==> config.mk <==
export PLATFORM = sky130hd
export DESIGN_NAME = program_stream_header_generator_unit
export DESIGN_NICKNAME = d
export VERILOG_FILES = /design/src/psh_pkg.sv /design/src/psh_front.sv /design/src/psh_queue.sv /design/src/psh_back.sv /design/src/program_stream_header_generator_unit.sv
export SDC_FILE = /design/constraint.sdc
export NUM_CORES = 1
export LEC_CHECK = 0
export ABC_AREA = 1
export BUFFER_PORTS_ARGS = -buffer_cell sky130_fd_sc_hd__buf_2
export CAP_MARGIN = 10
export CORE_ASPECT_RATIO = 1.5
export CORE_MARGIN = 3
export CORE_UTILIZATION = 35
export DETAILED_ROUTE_END_ITERATION = 16
export PLACE_DENSITY = 0.56
export RECOVER_POWER = 25
export SYNTH_ARGS = -nofsm -noshare
export SYNTH_HDL_FRONTEND = slang
export SYNTH_SLANG_ARGS = --single-unit
export TNS_END_PERCENT = 20
==> constraint.sdc <==
create_clock -name clk -period 13.8 [get_ports clk]
set_input_delay 0.69 -clock clk [delete_from_list [all_inputs] [get_ports clk]]
set_output_delay 0.69 -clock clk [all_outputs]
set_load 0.02 [all_outputs]
==> src/psh_pkg.sv <==
// psh_pkg: shared types, constants and helper functions for the program stream
// header generator (front, queue, back and top level).
// no dependencies
package psh_pkg;

    localparam int HDR_MAX_BYTES = 19;
    localparam int HDR_BITS      = HDR_MAX_BYTES * 8;
    localparam int CNT_W         = $clog2(HDR_MAX_BYTES + 1);

    // request codes
    localparam logic [1:0] CMD_PACK   = 2'd0;
    localparam logic [1:0] CMD_SYSTEM = 2'd1;
    localparam logic [1:0] CMD_PES    = 2'd2;

    // register indexes on the apb port
    localparam int          REG_IDX_W          = 3;
    localparam logic [2:0]  REG_MUX_RATE       = 3'd0;
    localparam logic [2:0]  REG_VIDEO_ID       = 3'd1;
    localparam logic [2:0]  REG_VIDEO_SCALE    = 3'd2;
    localparam logic [2:0]  REG_VIDEO_SIZE     = 3'd3;
    localparam logic [2:0]  REG_AUDIO_ID       = 3'd4;
    localparam logic [2:0]  REG_AUDIO_SCALE    = 3'd5;
    localparam logic [2:0]  REG_AUDIO_SIZE     = 3'd6;
    localparam int          ADDR_W             = 5;

    localparam logic [21:0] MUX_RATE_RST    = 22'd384253;
    localparam logic [7:0]  VIDEO_ID_RST    = 8'd224;
    localparam logic        VIDEO_SCALE_RST = 1'b1;
    localparam logic [12:0] VIDEO_SIZE_RST  = 13'd4096;
    localparam logic [7:0]  AUDIO_ID_RST    = 8'd189;
    localparam logic        AUDIO_SCALE_RST = 1'b0;
    localparam logic [12:0] AUDIO_SIZE_RST  = 13'd58;

    localparam logic [31:0] PACK_START   = 32'h0000_01BA;
    localparam logic [31:0] SYSTEM_START = 32'h0000_01BB;
    localparam logic [23:0] PES_PREFIX   = 24'h00_0001;
    localparam logic [4:0]  RSVD_ONES    = 5'd31;
    localparam logic [6:0]  RSVD_SEVEN   = 7'd127;

    // scr split: base = time / 300, ext = time % 300, radix-8 long division
    localparam int          SCR_DIV      = 300;
    localparam int          TIME_W       = 42;
    localparam int          DIGIT_W      = 3;
    localparam int          DIV_STEPS    = TIME_W / DIGIT_W;
    localparam int          STEP_W       = $clog2(DIV_STEPS);
    localparam int          REM_W        = 9;
    localparam int          PART_W       = REM_W + DIGIT_W;

    typedef struct packed {
        logic [1:0]  cmd;
        logic [41:0] clock_time;
        logic [7:0]  stream_number;
        logic [15:0] pes_length;
        logic [32:0] pts_value;
        logic        pts_present;
        logic [32:0] dts_value;
        logic        dts_present;
    } in_t;

    typedef struct packed {
        logic [7:0] out_byte;
        logic       last_byte;
    } out_t;

    typedef struct packed {
        logic [21:0] mux_rate;
        logic [7:0]  video_stream_id;
        logic        video_buffer_scale;
        logic [12:0] video_buffer_size;
        logic [7:0]  audio_stream_id;
        logic        audio_buffer_scale;
        logic [12:0] audio_buffer_size;
    } cfg_t;

    // one finished header, byte 0 in the top bits
    typedef struct packed {
        logic [HDR_BITS-1:0] bytes;
        logic [CNT_W-1:0]    n;
    } hdr_t;

    // one radix-8 division step: returns {digit, new remainder}
    function automatic logic [DIGIT_W+REM_W-1:0] div_step(
        input logic [REM_W-1:0]   rem,
        input logic [DIGIT_W-1:0] bits
    );
        logic [PART_W-1:0]  x;
        logic [DIGIT_W-1:0] d;
        logic [PART_W-1:0]  r;
        x = {rem, bits};
        d = '0;
        for (int k = 1; k < (1 << DIGIT_W); k++) begin
            if (x >= PART_W'(k * SCR_DIV))
                d = DIGIT_W'(k);
        end
        r = x - PART_W'(PART_W'(d) * PART_W'(SCR_DIV));
        return {d, r[REM_W-1:0]};
    endfunction

    // 40-bit pts / dts field with marker bits
    function automatic logic [39:0] stamp(
        input logic [3:0]  prefix,
        input logic [32:0] t
    );
        return {prefix, t[32:30], 1'b1, t[29:15], 1'b1, t[14:0], 1'b1};
    endfunction

endpackage

==> src/psh_front.sv <==
// psh_front: accepts header requests, splits the clock reference for pack headers
// and assembles the header bytes for the queue. uses psh_pkg.
module psh_front (
    input  logic          clk,
    input  logic          rst_n,
    input  logic          in_valid,
    output logic          in_ready,
    input  psh_pkg::in_t  in_data,
    input  psh_pkg::cfg_t cfg,
    output logic          push_valid,
    input  logic          push_ready,
    output psh_pkg::hdr_t push_data
);
    import psh_pkg::*;

    localparam logic [1:0] ST_IDLE = 2'd0;
    localparam logic [1:0] ST_DIV  = 2'd1;
    localparam logic [1:0] ST_PUSH = 2'd2;

    logic [1:0]          state_reg, state_next;
    in_t                 item_reg;
    logic [TIME_W-1:0]   quot_reg;
    logic [REM_W-1:0]    rem_reg;
    logic [STEP_W-1:0]   step_reg;
    logic [DIGIT_W+REM_W-1:0] step_res;
    logic                accept;

    logic [32:0]         base;
    logic [15:0]         sys_len;
    logic [23:0]         v_entry, a_entry, e0, e1;
    logic                v_on, a_on, pts, dts;
    logic [1:0]          flags;
    logic [7:0]          hlen;

    assign in_ready   = (state_reg == ST_IDLE) || ((state_reg == ST_PUSH) && push_ready);
    assign accept     = in_valid && in_ready;
    assign push_valid = (state_reg == ST_PUSH);
    assign step_res   = div_step(rem_reg, quot_reg[TIME_W-1 -: DIGIT_W]);

    always_comb
    begin
        state_next = state_reg;
        unique case (state_reg)
            ST_DIV:
            begin
                if (step_reg == STEP_W'(DIV_STEPS - 1))
                    state_next = ST_PUSH;
            end
            ST_PUSH:
            begin
                if (push_ready)
                    state_next = ST_IDLE;
            end
            default: state_next = state_reg;
        endcase
        if (accept)
        begin
            unique case (in_data.cmd)
                CMD_PACK:            state_next = ST_DIV;
                CMD_SYSTEM, CMD_PES: state_next = ST_PUSH;
                default:             state_next = ST_IDLE;
            endcase
        end
    end

    always_ff @(posedge clk or negedge rst_n)
    begin
        if (!rst_n)
            state_reg <= ST_IDLE;
        else
            state_reg <= state_next;
    end

    always_ff @(posedge clk)
    begin
        if (accept)
        begin
            item_reg <= in_data;
            quot_reg <= in_data.clock_time;
            rem_reg  <= '0;
            step_reg <= '0;
        end
        else if (state_reg == ST_DIV)
        begin
            // quotient digits shift in from the bottom as time bits leave the top
            quot_reg <= {quot_reg[TIME_W-DIGIT_W-1:0], step_res[DIGIT_W+REM_W-1 -: DIGIT_W]};
            rem_reg  <= step_res[REM_W-1:0];
            step_reg <= step_reg + STEP_W'(1);
        end
    end

    // header assembly
    always_comb
    begin
        base    = quot_reg[32:0];
        v_on    = (cfg.video_stream_id != 8'd0);
        a_on    = (cfg.audio_stream_id != 8'd0);
        v_entry = {cfg.video_stream_id, 2'b11, cfg.video_buffer_scale, cfg.video_buffer_size};
        a_entry = {cfg.audio_stream_id, 2'b11, cfg.audio_buffer_scale, cfg.audio_buffer_size};
        e0      = v_on ? v_entry : a_entry;
        e1      = (v_on && a_on) ? a_entry : 24'd0;
        sys_len = 16'd6 + (v_on ? 16'd3 : 16'd0) + (a_on ? 16'd3 : 16'd0);
        pts     = item_reg.pts_present;
        dts     = pts && item_reg.dts_present;
        flags   = dts ? 2'd3 : (pts ? 2'd2 : 2'd0);
        hlen    = dts ? 8'd10 : (pts ? 8'd5 : 8'd0);
        push_data = '0;
        unique case (item_reg.cmd)
            CMD_PACK:
            begin
                push_data.bytes = {PACK_START, 2'b01, base[32:30], 1'b1, base[29:15], 1'b1,
                                   base[14:0], 1'b1, rem_reg, 1'b1, cfg.mux_rate, 1'b1, 1'b1,
                                   RSVD_ONES, 3'b000, 40'd0};
                push_data.n     = CNT_W'(14);
            end
            CMD_SYSTEM:
            begin
                push_data.bytes = {SYSTEM_START, sys_len, 1'b1, cfg.mux_rate, 1'b1, 6'd1,
                                   1'b0, 1'b0, 1'b1, 1'b1, 1'b1, 5'd1, 1'b0, RSVD_SEVEN,
                                   e0, e1, 8'd0};
                push_data.n     = CNT_W'(12) + (v_on ? CNT_W'(3) : '0)
                                  + (a_on ? CNT_W'(3) : '0);
            end
            default:
            begin
                push_data.bytes = {PES_PREFIX, item_reg.stream_number, item_reg.pes_length,
                                   2'b10, 2'b00, 1'b1, 1'b0, 1'b0, 1'b0, flags, 6'd0, hlen,
                                   dts ? stamp(4'd3, item_reg.pts_value)
                                       : (pts ? stamp(4'd2, item_reg.pts_value) : 40'd0),
                                   dts ? stamp(4'd1, item_reg.dts_value) : 40'd0};
                push_data.n     = dts ? CNT_W'(19) : (pts ? CNT_W'(14) : CNT_W'(9));
            end
        endcase
    end

endmodule

==> src/psh_queue.sv <==
// psh_queue: two-entry queue of assembled headers between front and back.
// uses psh_pkg.
module psh_queue (
    input  logic          clk,
    input  logic          rst_n,
    input  logic          push_valid,
    output logic          push_ready,
    input  psh_pkg::hdr_t push_data,
    output logic          pop_valid,
    input  logic          pop,
    output psh_pkg::hdr_t pop_data
);
    import psh_pkg::*;

    hdr_t       entry_reg [2];
    logic       wr_ptr_reg, rd_ptr_reg;
    logic [1:0] count_reg;
    logic       do_push, do_pop;

    assign push_ready = (count_reg != 2'd2);
    assign pop_valid  = (count_reg != 2'd0);
    assign pop_data   = entry_reg[rd_ptr_reg];
    assign do_push    = push_valid && push_ready;
    assign do_pop     = pop && pop_valid;

    always_ff @(posedge clk or negedge rst_n)
    begin
        if (!rst_n)
        begin
            wr_ptr_reg <= 1'b0;
            rd_ptr_reg <= 1'b0;
            count_reg  <= 2'd0;
        end
        else
        begin
            if (do_push)
                wr_ptr_reg <= !wr_ptr_reg;
            if (do_pop)
                rd_ptr_reg <= !rd_ptr_reg;
            count_reg <= count_reg + (do_push ? 2'd1 : 2'd0) - (do_pop ? 2'd1 : 2'd0);
        end
    end

    always_ff @(posedge clk)
    begin
        if (do_push)
            entry_reg[wr_ptr_reg] <= push_data;
    end

endmodule

==> src/psh_back.sv <==
// psh_back: serializes queued headers one byte per beat into the output register.
// uses psh_pkg.
module psh_back (
    input  logic          clk,
    input  logic          rst_n,
    input  logic          pop_valid,
    output logic          pop,
    input  psh_pkg::hdr_t pop_data,
    output logic          out_valid,
    input  logic          out_ready,
    output psh_pkg::out_t out_data
);
    import psh_pkg::*;

    logic [HDR_BITS-1:0] cur_reg;
    logic [CNT_W-1:0]    left_reg;
    logic                out_valid_reg;
    out_t                out_reg;
    logic [HDR_BITS-1:0] src_bytes;
    logic [CNT_W-1:0]    src_n;
    logic                src_ok, advance;

    // first byte of a header comes straight from the queue head
    assign src_bytes = (left_reg != '0) ? cur_reg : pop_data.bytes;
    assign src_n     = (left_reg != '0) ? left_reg : pop_data.n;
    assign src_ok    = (left_reg != '0) || pop_valid;
    assign advance   = src_ok && (!out_valid_reg || out_ready);
    assign pop       = advance && (left_reg == '0);
    assign out_valid = out_valid_reg;
    assign out_data  = out_reg;

    always_ff @(posedge clk or negedge rst_n)
    begin
        if (!rst_n)
        begin
            out_valid_reg <= 1'b0;
            left_reg      <= '0;
        end
        else
        begin
            if (advance)
            begin
                out_valid_reg <= 1'b1;
                left_reg      <= src_n - CNT_W'(1);
            end
            else if (out_ready)
                out_valid_reg <= 1'b0;
        end
    end

    always_ff @(posedge clk)
    begin
        if (advance)
        begin
            out_reg.out_byte  <= src_bytes[HDR_BITS-1 -: 8];
            out_reg.last_byte <= (src_n == CNT_W'(1));
            cur_reg           <= {src_bytes[HDR_BITS-9:0], 8'd0};
        end
    end

endmodule

==> src/program_stream_header_generator_unit.sv <==
// program_stream_header_generator_unit: top level with apb registers, front,
// header queue and byte back end. uses psh_pkg, psh_front, psh_queue, psh_back.
//
//  channel   signals                      beat
//  in        in_valid / in_ready          one header request (in_t)
//  out       out_valid / out_ready        one header byte with last flag (out_t)
//  apb       psel penable pwrite paddr    one 32-bit register access
//
// each header leaves at one byte per cycle while out_ready is high, set by the single
// output byte register: 14 bytes (pack), 12 to 18 (system), 9, 14 or 19 (pes) per request.
// a pack request runs the front's radix-8 divider and then hands its header over, overlapping
// the back end; the front takes the next request only as it pushes the finished header.
// reset loads the register defaults; no clearing pass, requests taken at once.
// out_ready low holds the current byte; the queue absorbs two finished headers.
module program_stream_header_generator_unit (
    input  logic                          clk,
    input  logic                          rst_n,
    input  logic                          in_valid,
    output logic                          in_ready,
    input  psh_pkg::in_t                  in_data,
    output logic                          out_valid,
    input  logic                          out_ready,
    output psh_pkg::out_t                 out_data,
    input  logic                          psel,
    input  logic                          penable,
    input  logic                          pwrite,
    input  logic [psh_pkg::ADDR_W-1:0]    paddr,
    input  logic [31:0]                   pwdata,
    output logic [31:0]                   prdata,
    output logic                          pready
);
    import psh_pkg::*;

    cfg_t                 cfg_reg;
    logic                 wr_en;
    logic [REG_IDX_W-1:0] reg_idx;
    logic                 push_valid, push_ready, pop_valid, pop;
    hdr_t                 push_data, pop_data;

    assign pready  = 1'b1;
    assign wr_en   = psel && penable && pwrite && pready;
    assign reg_idx = paddr[ADDR_W-1:2];

    always_ff @(posedge clk or negedge rst_n)
    begin
        if (!rst_n)
        begin
            cfg_reg.mux_rate           <= MUX_RATE_RST;
            cfg_reg.video_stream_id    <= VIDEO_ID_RST;
            cfg_reg.video_buffer_scale <= VIDEO_SCALE_RST;
            cfg_reg.video_buffer_size  <= VIDEO_SIZE_RST;
            cfg_reg.audio_stream_id    <= AUDIO_ID_RST;
            cfg_reg.audio_buffer_scale <= AUDIO_SCALE_RST;
            cfg_reg.audio_buffer_size  <= AUDIO_SIZE_RST;
        end
        else if (wr_en)
        begin
            unique case (reg_idx)
                REG_MUX_RATE:    cfg_reg.mux_rate           <= pwdata[21:0];
                REG_VIDEO_ID:    cfg_reg.video_stream_id    <= pwdata[7:0];
                REG_VIDEO_SCALE: cfg_reg.video_buffer_scale <= pwdata[0];
                REG_VIDEO_SIZE:  cfg_reg.video_buffer_size  <= pwdata[12:0];
                REG_AUDIO_ID:    cfg_reg.audio_stream_id    <= pwdata[7:0];
                REG_AUDIO_SCALE: cfg_reg.audio_buffer_scale <= pwdata[0];
                REG_AUDIO_SIZE:  cfg_reg.audio_buffer_size  <= pwdata[12:0];
                default:         cfg_reg.mux_rate           <= cfg_reg.mux_rate;
            endcase
        end
    end

    always_comb
    begin
        unique case (reg_idx)
            REG_MUX_RATE:    prdata = {10'd0, cfg_reg.mux_rate};
            REG_VIDEO_ID:    prdata = {24'd0, cfg_reg.video_stream_id};
            REG_VIDEO_SCALE: prdata = {31'd0, cfg_reg.video_buffer_scale};
            REG_VIDEO_SIZE:  prdata = {19'd0, cfg_reg.video_buffer_size};
            REG_AUDIO_ID:    prdata = {24'd0, cfg_reg.audio_stream_id};
            REG_AUDIO_SCALE: prdata = {31'd0, cfg_reg.audio_buffer_scale};
            REG_AUDIO_SIZE:  prdata = {19'd0, cfg_reg.audio_buffer_size};
            default:         prdata = 32'd0;
        endcase
    end

    psh_front u_front (
        .clk        (clk),
        .rst_n      (rst_n),
        .in_valid   (in_valid),
        .in_ready   (in_ready),
        .in_data    (in_data),
        .cfg        (cfg_reg),
        .push_valid (push_valid),
        .push_ready (push_ready),
        .push_data  (push_data)
    );

    psh_queue u_queue (
        .clk        (clk),
        .rst_n      (rst_n),
        .push_valid (push_valid),
        .push_ready (push_ready),
        .push_data  (push_data),
        .pop_valid  (pop_valid),
        .pop        (pop),
        .pop_data   (pop_data)
    );

    psh_back u_back (
        .clk        (clk),
        .rst_n      (rst_n),
        .pop_valid  (pop_valid),
        .pop        (pop),
        .pop_data   (pop_data),
        .out_valid  (out_valid),
        .out_ready  (out_ready),
        .out_data   (out_data)
    );

    // a pack request keeps the front busy while the divider runs
    a_pack_busy: assert property (@(posedge clk) disable iff (!rst_n)
        in_valid && in_ready && (in_data.cmd == CMD_PACK) |=> !in_ready)
        else $error("front took a request during division");

    // a mux rate write lands in the register
    a_mux_write: assert property (@(posedge clk) disable iff (!rst_n)
        wr_en && (reg_idx == REG_MUX_RATE) |=> cfg_reg.mux_rate == $past(pwdata[21:0]))
        else $error("mux rate write lost");

    // a queue pop only happens when the back end has an output slot
    a_pop_slot: assert property (@(posedge clk) disable iff (!rst_n)
        pop && pop_valid |=> out_valid)
        else $error("header popped without a byte being shown");

endmodule
* Word-level counts from Yosys, hierarchy flattened
Memory sizes are Yosys's and may differ from the RTL's.
Index checks and enable logic that the tools add are counted.
** Cells by class
- Reduce and logical (&&, ||, !) cells :: 36
- Equal/unequal tests :: 16
- Multipliers :: 1
- Mux-type cells :: 39
- Add/subtract/negate cells :: 9
- Order comparisons :: 7
** Operator list (count)
- $pmux 133 s2 :: 1
- $pmux 22 s7 :: 1
- $mux 152 :: 1
- $mux 42 :: 2
- $mux 24 :: 2
- $mux 40 :: 1
- $mux 38 :: 1
- $mux 37 :: 1
- $ge 12x11->1 const B :: 3
- $ge 12x10->1 const B :: 2
- $mux 3 :: 8
- $mux 2 :: 9
- $add 16x16->16 :: 1
- $add 3x16->16 const A :: 1
- $reduce_bool 8->1 :: 2
- $reduce_and 2->1 :: 7
- $ge 12x12->1 const B :: 1
- $ge 12x9->1 const B :: 1
- $mux 5 :: 2
- $eq 3x3->1 const B :: 3
- $logic_and 1x1->1 :: 9
- $sub 9x9->9 :: 1
- $mux 8 :: 1
- $pmux 2 s2 :: 2
- other kinds (27) :: 45
** Word-level totals
- Output and inout port bits :: 44
- RAM bits :: 266
- Register bits after elaboration :: 380
- Memories kept :: 1
- Logic and storage cells :: 136
- Input bits :: 180
** Memories
- u_queue.entry_reg :: words 2, width 133, rd ports 1, clocked after Yosys merged registers in 0, wr ports 1, line psh_queue.sv:15 : hdr_t entry_reg [2];

* Longest topological paths before layout
Gate-level depths: netlist of the first run.
- Depth in word-level cells :: 10
- Gate-level depth with buffers :: 28
- Gate-level depth less buffers :: 28

* By module
From an unflattened synthesis of the first run, not the netlist that was laid out.
** Second synthesis, totals
- Cells, all modules :: 2810
- Area, all modules :: 29736.0 µm²
** Modules (own cells, without submodules)
- psh_queue :: instances 1, area an instance 11697.5 µm², sequential area each 9529.1 µm², cells each 852
- psh_front :: instances 1, area an instance 7816.2 µm², sequential area each 4394.2 µm², cells each 843
- psh_back :: instances 1, area an instance 6912.9 µm², sequential area each 4744.6 µm², cells each 696
- program_stream_header_generator_unit :: instances 1, area an instance 3309.4 µm², sequential area each 1687.9 µm², cells each 419

* Least setup slack after synthesis of the first run
OpenSTA, ideal clock, no wires.
- Path type :: flip-flop to flip-flop
- Start :: reg u_front.state_reg[0]
- End :: mem u_queue.entry_reg[1][0] (netlist bit), enable pin
- Data required time :: 13172 ps
- Stages on the path, launching flop included :: 6
- Path slack :: 6821 ps
- Clock period less this slack :: 6979 ps
- Library setup time :: 628 ps
- Path buffers :: 0
- Data arrival time :: 6351 ps
- Cell sequence :: dfrtp_1 > nor2_2 > inv_1 > a21oi_4 > inv_1 > nor2_1
** On the way
- Word-level cells in the longest chain between the ends :: 4
** Ends and longest elaborated chain
- start, declared :: line psh_front.sv:20 : logic [1:0] state_reg, state_next;
- start signal, assigned :: line psh_front.sv:71 : state_reg <= state_next;
- $eq 2x2->1 :: line psh_front.sv:37 : assign push_valid = (state_reg == ST_PUSH);
- $logic_and 1x1->1 :: line psh_queue.sv:23 : assign do_push = push_valid && push_ready;
- via u_queue.do_push :: line psh_queue.sv:18 : logic do_push, do_pop;
- $mux 1 :: line psh_queue.sv:46 : if (do_push)
- $mux 1 (not written as such) :: line psh_queue.sv:47 : entry_reg[wr_ptr_reg] <= push_data;
- end, declared :: line psh_queue.sv:15
The timed path passes the listed nets, and every way through them passes these cells.

==> results.yml, run 1 <==
yosys:
  yosys_register_bits: 646
  yosysWarningCount: 0
  seq_area_frac_synth: 0.713
  synth_top_flop_cell: "edfxtp_1"
  async_flop_share: 0.121
  synth_cell_type_count: 49
  netlist.area_leader.share: 0.628
  synth_area_sq_um: 26500
  synth_area_leader_cell: "edfxtp_1"
  yosys-top-cells-area: "edfxtp_1 63%, nand2_1 7.0%, dfrtp_1 4.6%"
  avgSynthCellArea_sq_um: 11.7
  netlist_instances: 2262
  synth_edf_count: 555
critical_path:
  cp.required_ps: 13340
  worst_path_most_repeated_cell: "clkbuf_1"
  cp_cell_sequence: "dlygate4sd3_1 > clkbuf_1 > clkbuf_1"
  critPathLaunchType: "input pin"
  critPathMaxStageDelay_ps: 2370
  slowest_stage: "clkbuf_1"
  endpoint_kind: "async pin"
  path_max_fanout: 51
  rrSetupSlack_ps: 8660
  worstSetupPathType: "input pin to async pin"
  worst_ep_arrival_time_ps: 4850
floorplan:
  die_x_um: 231
  rows: 123
  io_pins: 224
  fp.dieArea_sq_um: 79200
  start_util: 0.353
  die_h_um: 343
  core_sq_um: 75100
global_routing:
  antenna_found_initial: 3
  grtUsageTotal: 0.179
  grt_max_degree: 112
  grt-ovfl-total: 0
  grt_pass1_vias: 17600
  grt_first_pass_wirelength_um: 108000
sta:
  finalSetupViolations: 0
  timing.final.crit_share: 0.385
  fmax_mhz: 188
  worstMarginPinSlew_ps: 3270
  period_minus_slack_ps: 5310
  rsz0062_at_grt: "false"
  finClkSkew_ps: 25.8
  finalSetupTns_ps: 0
  hold_violations: 0
  drv_slew: 229
  slew_headroom: -1.18
power:
  ir_drop_mv: 0.0980
  power_leakage_nw: 11.8
  p_per_area_nw_per_um2: 172
  finalPower_mw: 5.27
clock_network:
  htreeDepth: 2
  clockRootBuffer: "clkbuf_16"
  worstSkewPairLatency_ps: 640
  clock-sinks: 646
  cts_resized: 0
  cts.path.max_buffers: 3
  cts_buffers: 61
  cts_tree: "built"
  path_clk_slew_ps: 70
detailed_routing:
  routed_wirelength_um: 72000
  viasPerCell: 4.92
  drt_iter0_markers: 1337
  vias: 17200
  antenna_left: 0
  drtPass1Iterations: 5
  post_drt_wl_per_cell_um: 20.6
  drc: 0
hold_path:
  hp-class: "input pin to register"
finish:
  final_nets: 2641
  largest_reg_flops: 266
  drive_gt1_frac: 0.144
  syn2layout_area_growth_pct: 15.3
placed_design:
  dp_hpwl_um: 48100
  portBuffers: 200
  gp_congestion: 0.867
outcome:
  failed_checks: "max-capacitance violations, max-slew violations"
  outcome: "finished, violations left"
run:
  drv_cap: 8
[worst paths after layout]
path,depth (start not counted),to,from
min in group asynchronous,2,cfg_reg[57]$_DFFE_PN0P_,rst_n
worst min register to register,2,cfg_reg[34]$_DFFE_PN1P_,cfg_reg[34]$_DFFE_PN1P_
worst max register to register,8,u_queue.entry_reg[1][103]$_DFFE_PP_,u_front.state_reg[1]$_DFFE_PN0P_
max in group clk,8,u_queue.entry_reg[1][103]$_DFFE_PP_,u_front.state_reg[1]$_DFFE_PN0P_
worst min-delay path,1,u_front.item_reg[32]$_DFFE_PP_,in_data[32]
worst max-delay path,3,u_queue.rd_ptr_reg$_DFFE_PN0P_,rst_n
[layout by cell type, fill, tap and decap left out, drive strengths merged, types with 13 or more instances in the layout]
| master | count |
|---|---|
| nand3 | 25 |
| clkinv | 20 |
| o211ai | 17 |
| buf | 195 |
| inv | 190 |
| clkbuf | 103 |
| dfrtp | 49 |
| ha | 22 |
| nand2 | 502 |
| o31ai | 120 |
| dfstp | 29 |
| edfxtp | 555 |
| o21ai | 165 |
| dfxtp | 13 |
| o221ai | 18 |
| nor2 | 328 |
| a21oi | 41 |
[cell families after synthesis]
group,synth area share
muxes,0.00165
AOI/OAI and AO/OA,0.0923
and+or+nand+nor,0.130
buffers and inverters,0.0469
DFF,0.713
xor gates and xnor gates,0.00363
other,0.000283
adders and majority gates,0.0119
[cell usage after synthesis (all sizes together) (5+ instances only)]
master	number
o21ai	165
o211ai	17
dfxtp	13
dfrtp	49
or2	10
nor3	5
buf	47
ha	22
nand4	7
o221ai	18
a22oi	6
clkbuf	73
o22ai	10
nor2	328
edfxtp	555
inv	184
dfstp	29
o31ai	120
xor2	7
nand2	502
nand3	25
a22o	5
a21oi	41
[timing repair]
action | in CTS | in global routing
endpoints found under the hold margin | 13 | 0
hold buffers | 1 | 0
setup buffers | 0 | 0
[worst max-delay path: cells and delay by family]
| family | cells | cell delay, ps |
|---|---|---|
| buffers and inverters | 3 | 4070 |
[cell type report]
cell class | instances | area, sq um
clock inverters | 39 | 523
clock buffers | 76 | 1670
multi-input cells | 1320 | 6380
diodes | 3 | 7.51
inverters | 185 | 709
fillers | 7208 | 44500
repair buffers | 223 | 1130
flip-flops and latches | 646 | 18900
well taps | 1000 | 1250
[stage by stage]
stage | utilization | worst slack [ps] | hold slack [ps] | std cells | area [sq um]
after global routing | 0.407 | 7670 | 196 | 3492 | 30600
after detailed placement | 0.379 | 9030 | 480 | 3373 | 28500
final | 0.407 | 8490 | 225 | 3492 | 30600
after global placement | 0.379 | 9090 | 479 | 3373 | 28500
after CTS | 0.409 | 9030 | 184 | 3489 | 30700
after floorplan | - | 6820 | 394 | 2271 | 26600
[layer usage]
layer  up-vias  GRT usage  part of all wire
met5         -          0                 0
met3       109     0.0238             0.041
li1       8172          -                 -
met1      8480      0.217              0.40
met2       409      0.327              0.52
met4         0     0.0634             0.034
[report_power, final]
part | switching [mW] | internal [mW] | leakage [nW]
Clock | 0.753 | 1.08 | 1.08
Combinational | 0.591 | 0.251 | 4.67
Sequential | 0.134 | 2.46 | 6.08
Total | 1.48 | 3.79 | 11.8
Note: power is estimated with default switching activity, not from simulation.
==> run 2, diff against run 1 <==
Clock period 13.8 ns to 4.9 ns, I/O delays scaled along.
==> run 2 against run 1 <==
Compared with the run above:
- the run still ends with max-capacitance violations, max-slew violations left
- via count up 4.4%
- sequential share of layout area down 3.3 points
- non-clock buffer count up 162
- flip-flop and latch count unchanged
- sequential power rose to 2.8 times the previous value
- clock power rose to 2.9 times the previous value
- die area unchanged
- core utilization up 2.3 points
- clock skew up 4.4 ps
- combinational power rose to 2.9 times the previous value
- global-route usage up 0.61 points
- critical path type is now register to register
- largest cell class unchanged
==> results.yml, run 2 (synthesis results as in run 1) <==
critical_path:
  critical_path.top_delay_family: "adder cells"
  endpoint_kind: "register"
  crit_cells: 21
  ff2ff_path_depth: 21
  worst_ep_arrival_time_ps: 4590
  slowest_stage: "dfxtp_1"
  critPathMaxStageDelay_ps: 570
  worstSetupPathType: "register to register"
  worst_path_most_repeated_cell: "nand3_1"
  path_max_fanout: 7
  cp.required_ps: 5440
  cp_cell_sequence: "inv_1 > nor2_1 > nand3_1 > nor2_1 > nor2_1 > o21ai_0 > ha_1 > ha_1 > inv_1 > fa_1 > ha_1 > nand3_1 > nand3_1 > nand2_1 > nand2_1 > a21oi_1 > xnor2_1 > inv_1 > nand3_1 > nand3_1 > nand2_1"
  path_buf_inv: 3
  critPathLaunchType: "register"
detailed_routing:
  drt_iter0_markers: 1399
  drc: 0
  routed_wirelength_um: 74400
  drtPass1Iterations: 5
  vias: 17900
  viasPerCell: 4.90
  post_drt_wl_per_cell_um: 20.3
  antenna_left: 0
power:
  switching_share: 0.282
  p_sw_mw: 4.25
  internal_power_mw: 10.8
  power_leakage_nw: 12.5
  pwr-share-seq: 0.486
  clkPwrFrac: 0.350
  ir_drop_mv: 0.297
  p_per_area_nw_per_um2: 467
  p_comb_frac: 0.164
placed_design:
  dp_hpwl_um: 48600
  portBuffers: 200
  gp_congestion: 0.888
finish:
  syn2layout_area_growth_pct: 21.7
  antenna_cells: 0
  drive_gt1_frac: 0.132
  fillerInstances: 7124
  final_cell_mix: "555 x edfxtp_1, 497 x nand2_1, 323 x nor2_1"
  layout_commonest_cell: "edfxtp_1"
  largest_reg_flops: 266
  final_util: 0.430
  final_nets: 2810
floorplan:
  fp.dieArea_sq_um: 79200
  start_util: 0.353
  rows: 123
  die_h_um: 343
  io_pins: 224
  core_sq_um: 75100
  die_x_um: 231
sta:
  period_minus_slack_ps: 4050
  worstMarginPinSlew_ps: 2650
  finClkSkew_ps: 30.2
  fmax_mhz: 247
  slew_headroom: -0.769
  hold_violations: 0
  finalSetupViolations: 0
  rsz0062_at_grt: "false"
  timing.final.crit_share: 0.827
  drv_slew: 259
  finalSetupTns_ps: 0
clock_network:
  cts_resized: 0
  ctsHoldBuffers: 157
  cts_buffers: 68
  cts.path.max_buffers: 3
  htreeDepth: 3
  cts_tree: "built"
  clock-sinks: 646
  clockRootBuffer: "clkbuf_16"
  path_clk_slew_ps: 60
  cts_setup_buffers: 0
  worstSkewPairLatency_ps: 620
global_routing:
  grt_busiest_layer: "met2"
  grt_max_degree: 97
  grt_first_pass_wirelength_um: 111000
  use_met3: 0.0232
  met1_usage: 0.225
  grt_pass1_vias: 18300
  antenna_found_initial: 0
  grtUsageMet2: 0.329
  grtUsageTotal: 0.185
  grt-ovfl-total: 0
run:
  drv_cap: 6
hold_path:
  whs_path_depth: 3
  hp-class: "input pin to register"
outcome:
  outcome: "finished, violations left"
  failed_checks: "max-capacitance violations, max-slew violations"
==> run 2: power groups by stage <==
| stage | logic, mW | registers [mW] | clock network (mW) |
|---|---|---|---|
| after global routing | 2.78 | 7.41 | 5.63 |
| after floorplan | 1.66 | 7.24 | 0 |
| after detailed placement | 2.42 | 7.43 | 0 |
| after global placement | 2.37 | 7.42 | 0 |
| final | 2.48 | 7.33 | 5.29 |
| after CTS | 2.53 | 7.33 | 5.42 |
==> run 2: final cells by class <==
type	count	area, sq um	share of cell area
clock buffers	87	1890	0.0585
repair buffers	385	2740	0.0847
clock inverters	36	397	0.0123
flip-flops and latches	646	18900	0.586
well taps	1000	1250	0.0388
inverters	185	707	0.0219
multi-input cells	1320	6390	0.198
==> run 2: layer usage <==
layer  wire length (um)  part of all wire
met3               2900             0.039
met1              29800              0.40
met5                  0                 0
met2              38400              0.52
met4               3340             0.045
==> run 2: per-stage QoR <==
stage          instances  hold WS, ps  instance area [sq um]  worst slack, ps  power, mW
2_1_floorplan       2271        -50.6                  26600            -2060       8.90
3_3_place_gp        3379          303                  28600              973       9.80
3_5_place_dp        3379          302                  28600              854       9.85
4_1_cts             3659         22.6                  32400              821       15.3
5_1_grt             3659         33.2                  32300              506       15.8
6_report            3659         47.4                  32300              849       15.1
==> run 2: worst min-delay path, stage by stage <==
cell and delay (ps):
buf_2 80, nand2_1 50, nand2_1 130
==> run 2: final timing paths <==
path | endpoint | slack [ps] | from
worst max-delay path | u_front.rem_reg[8]$_SDFFE_PP0N_ | 850 | u_front.rem_reg[3]$_SDFFE_PP0N_
worst min register to register | u_front.rem_reg[0]$_SDFFE_PP0N_ | 480 | u_front.quot_reg[39]$_DFFE_PP_
min in group asynchronous | cfg_reg[57]$_DFFE_PN0P_ | 1070 | rst_n
worst max register to register | u_front.rem_reg[8]$_SDFFE_PP0N_ | 850 | u_front.rem_reg[3]$_SDFFE_PP0N_
worst min-delay path | u_front.quot_reg[41]$_DFFE_PP_ | 50 | in_data[133]
max in group asynchronous | u_queue.rd_ptr_reg$_DFFE_PN0P_ | 1580 | rst_n
